[src/design/qkw_sqrt.sv]
module qkw_sqrt #(
  parameter int RW  = 33,
  parameter int SBW = 8
) (
  input  logic            clk,
  input  logic            rst,
  input  logic            en,
  input  logic            in_valid,
  input  logic [2*RW-1:0] s,
  input  logic [SBW-1:0]  sb_in,
  output logic            out_valid,
  output logic [RW-1:0]   root,
  output logic [SBW-1:0]  sb_out
);

  // one root bit per stage, two radicand bits consumed per stage
  logic [RW-1:0]   root_r [RW];
  logic [SBW-1:0]  sb_r   [RW];
  logic            v_r    [RW];
  logic [RW-1:0]   rem_r  [RW-1];
  logic [2*RW-1:0] s_r    [RW-1];

  for (genvar i = 0; i < RW; i++) begin : g_stage
    logic [RW-1:0]   rem_i;
    logic [RW-1:0]   root_i;
    logic [2*RW-1:0] s_i;
    logic [SBW-1:0]  sb_i;
    logic            v_i;
    logic [RW+1:0]   rem_sh;
    logic [RW+1:0]   trial;
    logic            ge;

    if (i == 0) begin : g_first
      assign rem_i  = '0;
      assign root_i = '0;
      assign s_i    = s;
      assign sb_i   = sb_in;
      assign v_i    = in_valid;
    end else begin : g_next
      assign rem_i  = rem_r[i-1];
      assign root_i = root_r[i-1];
      assign s_i    = s_r[i-1];
      assign sb_i   = sb_r[i-1];
      assign v_i    = v_r[i-1];
    end

    assign rem_sh = {rem_i, s_i[2*RW-1 -: 2]};
    assign trial  = {root_i, 2'b01};
    assign ge     = (rem_sh >= trial);

    always_ff @(posedge clk) begin
      if (rst) begin
        v_r[i] <= 1'b0;
      end else if (en) begin
        v_r[i] <= v_i;
      end
    end

    always_ff @(posedge clk) begin
      if (en) begin
        root_r[i] <= {root_i[RW-2:0], ge};
        sb_r[i]   <= sb_i;
      end
    end

    if (i < RW - 1) begin : g_carry
      always_ff @(posedge clk) begin
        if (en) begin
          rem_r[i] <= ge ? RW'(rem_sh - trial) : RW'(rem_sh);
          s_r[i]   <= {s_i[2*RW-3:0], 2'b00};
        end
      end
    end
  end

  assign out_valid = v_r[RW-1];
  assign root      = root_r[RW-1];
  assign sb_out    = sb_r[RW-1];

endmodule

[config.mk]
export PLATFORM = sky130hd
export DESIGN_NAME = qkw_sqrt
export DESIGN_NICKNAME = d
export VERILOG_FILES = /design/src/design/qkw_sqrt.sv
export SDC_FILE = /design/constraint.sdc
export NUM_CORES = 2
export LEC_CHECK = 0
export BUFFER_PORTS_ARGS = -buffer_cell sky130_fd_sc_hd__clkbuf_2
export CORE_MARGIN = 4
export CORE_UTILIZATION = 40
export CTS_CLUSTER_DIAMETER = 200
export CTS_CLUSTER_SIZE = 40
export DETAILED_ROUTE_END_ITERATION = 6
export GPL_ROUTABILITY_DRIVEN = 0
export PLACE_DENSITY = 0.54
export SLEW_MARGIN = 5
export SYNTH_ARGS = -nofsm -noshare
export SYNTH_HDL_FRONTEND = slang
export SYNTH_MEMORY_MAX_BITS = 65536
export SYNTH_SLANG_ARGS = --single-unit
[constraint.sdc]
create_clock -name clk -period 4.9 [get_ports clk]
set_input_delay 0.735 -clock clk [delete_from_list [all_inputs] [get_ports clk]]
set_output_delay 0.735 -clock clk [all_outputs]
set_load 0.1 [all_outputs]
==> key figures <==
Run status
  • Outcome: completed

Floorplan
  • Die area: 338600 µm²
  • Chip Height: 581.9 µm
  • Die width: 581.9 µm
  • Core area: roughly 330000 µm²
  • Effective utilization at floorplan: ~40%
  • Std cell rows: 210
  • Num ports: 120

Clocking
  • Worst skew pair latency: ~0.86 ns
  • CTS H-tree lvls: 3
  • TritonCTS Sinks: between 2000 and 3000
  • TritonCTS Buffers: 87
  • CTS Buffer Depth: 4
  • Worst-path clk slew: about 0.15 ns
  • Clk root buf: clkbuf_16
  • Post-CTS Setup Bufs: 0
  • TritonCTS clock tree: yes

Drt
  • Final antenna-violating net count: 0
  • Vias per inst: between 5 and 6
  • Routed length per instance: 18.07 µm
  • Via Count: 75211
  • Post-Route WL: around 260000 µm
  • DRC Markers: 0
  • Initial DRC count: about 5800
  • First-pass detailed-route iteration total: 6

Logic synthesis
  • Post-Syn Area: between 100000 and 150000 µm²
  • Sequential fraction of the synthesis area: 66.61%
  • Top FF cell, synth: edfxtp_1
  • EDFF count, synth: between 2000 and 3000
  • Mean Syn Cell Area: 13.36 µm²
  • Ys Warns: 0
  • Library cells used by synthesis: 93
  • Synth Net Count: 10535
  • #FFs+latches synth: 2922
  • Async set-or-reset flop fraction in the synthesized netlist: 0%
  • Cell count after synthesis: 9862

GRT
  • Total grt overflow: 0
  • Global-route wire length before repair: 412000 µm
  • Met2 usage: 26.93%
  • Antenna violations before repair: 2
  • Tot GR Track Use: 14.97%
  • Vias in the first global route: 74515
  • Grt met1 use: 19.30%
  • Largest net degree at the start of global routing: 145
  • GRT Max-Usage Layer: met2
  • Met3 Resource Use GR: 1.453%

Worst setup path
  • Critical Path, Cell by Cell: ha_1 -> o21ai_0 -> a221o_1 -> a2111oi_0 -> buf_4 -> o311a_1 -> o211ai_1 -> and4b_1 -> o21ai_0 -> a21o_1 -> buf_12 -> mux2_2
  • Slowest-stage cell, CP: a2111oi_0
  • Req. time, crit path: approximately 5.6 ns
  • CP max FO: 55
  • Most common cell on crit path: o21ai_0
  • Crit path launch type: register
  • Critical Path Max Stage Delay: 0.55 ns
  • Crit end category: register
  • WS Path Type: reg2reg
  • CP bufs+invs: 2
  • Critical Path AT: around 5 ns
  • CP delay by family, top: compound AO/OA/AOI/OAI gates

Finish
  • Area Overhead vs Synth: 7.218%
  • Fraction of layout cells with a size suffix above 1: 5.276%
  • # fillers: ~30000
  • Final Net Count: 10735

STA
  • Worst slew pin tran: 1.061 ns
  • Final hold vios: 0
  • Slew Limit Headroom: 28.61%
  • Clock Skews: 0.05729 ns
  • TNS Setup: 0 ns
  • Unrepaired setup endpoints after global routing: no
  • Tcrit/Tclk final: 87.40%
  • Max-slew violations: 0
  • Final min period: approximately 4.3 ns
  • Final setup viols: 0
  • Final Hold Slack: 0.09830 ns
  • Fmax: around 230 MHz

Power
  • Pwr dens: 410.1 nW/µm²
  • Comb power frac: between 20 and 25%
  • Total power: 0.05792 W
  • Clock Power Share: 17.7%
  • Switch Pwr: 0.01715 W
  • P_leak: between 50 and 60 nW
  • Worst VDD drop: 0.2795 mV
  • Cell Int Power: 0.04078 W
  • Seq pwr share: between 50 and 60%
  • Switching share of power: 29.60%

Place
  • Hpwl dp: 187800 µm
  • IO buf count: roughly 120

Worst hold path
  • Worst min-delay path class: in2reg

Flow run
  • Max-cap viol count: 0
[synth_stat cells, drive strengths merged, types with 74 or more instances]
cell type	n	area [µm²]
xnor2	439	3845
clkbuf	148	555.5
or3	102	641.9
ha	595	7445
nor3	240	1217
a21o	250	1877
nor2b	95	594.3
nor2	605	2273
nand2b	110	690.7
xor2	368	3223
inv	781	2932
nand2	636	2387
o21a	105	788.3
o21ai	485	2427
edfxtp	2922	87740
nand4	92	575.6
nand3	192	960.9
mux2	111	1250
and2	74	463.0
nor4	114	734.4
a21oi	618	3093
[placed cells by master (no fill, tap or decap), types with 109 or more instances in the layout]
master and count:
nand2_1 636, xor2_1 368, clkbuf_2 118, nand3_1 192, nor2_1 602, ha_1 595, o21ai_0 481, a21o_1 250
nor3_1 235, nor4_1 112, nand2b_1 109, inv_1 779, xnor2_1 439, edfxtp_1 2922, a21oi_1 618, mux2_2 111
[cells by family (layout without fill, tap and decap cells)]
group / Yosys count / after routing / synth area share [%]
DFF: 2922 / 2922 / 66.61
buffers and inverters: 958 / 1160 / 2.755
xor gates and xnor gates: 807 / 807 / 5.366
other: 1 / 3 / 0.002847
muxes: 127 / 127 / 1.070
AOI/OAI and AO/OA: 1909 / 1909 / 8.938
and+or+nand+nor: 2543 / 2543 / 9.607
adders and majority gates: 595 / 595 / 5.651
[final timing paths]
check,start,cells past startpoint,slack (ns),endpoint
max,rem_r[6][99]$_DFFE_PP_,12,0.62,rem_r[7][12]$_DFFE_PP_
min,s[15],1,0.1,s_r[0][15]$_DFFE_PP_
max reg2reg,rem_r[6][99]$_DFFE_PP_,12,0.62,rem_r[7][12]$_DFFE_PP_
min reg2reg,sb_r[0][55]$_DFFE_PP_,0,0.38,sb_r[0][63]$_DFFE_PP_
[flip-flops by register name, indices dropped and copies added, names as in the netlist]
name	count
rem_r	1008
root_r	561
s_r	1056
sb_r	264
v_r	33
[power by group through the flow]
stage	sequential (W)	clock, W	combinational, W
final	0.0334	0.0103	0.0143
after global routing	0.0337	0.0117	0.0160
after CTS	0.0335	0.0110	0.0143
after detailed placement	0.0340	0	0.0141
after global placement	0.0340	0	0.0139
after floorplan	0.0332	0	0.0105
[worst reg2reg max path, delay by kind of cell, from the launching register on]
kind,cells,cell delay [ns]
adder cells (fa/ha/maj),1,0.37
flip-flops,1,0.42
AO/OA/AOI/OAI,7,2.15
multiplexers,1,0.41
buffers and inverters,2,0.46
AND/OR/NAND/NOR,1,0.25
[through the flow]
stage | area (µm²) | worst slack [ns] | util (%) | instances
CTS | 141200 | 0.7055 | 43.10 | 14410
finish | 141200 | 0.6176 | 43.11 | 14412
global placement | 138300 | 0.6652 | 42.21 | 14250
floorplan | 131700 | 1.386 | - | 9862
global route | 141200 | 0.4644 | 43.11 | 14411
detailed placement | 138300 | 0.7626 | 42.21 | 14250
[layout make-up]
class                   count  area (µm²)  area share [%]
multi-input cells        5982       40410           28.61
inverters                 781        2932           2.076
well taps                4346        5438           3.850
clock buffers              87        2177           1.541
flip-flops and latches   2922       87740           62.13
clock inverters             4       52.55         0.03721
diodes                      2       5.005        0.003544
repair buffers            288        2477           1.754
[per-layer routing]
metal  up-vias  part of all wire, %
met5         -                    0
met4         0                  2.7
met3       317                  3.3
met2      1426                   51
met1     36826                   43
li1      36642                    -
[repair_timing]
item	4_1_cts	5_1_grt
endpoints found under the hold margin	69	0
resized for setup	0	0
hold buffers	69	0
No activity file was read; power rests on OpenSTA's default activity.
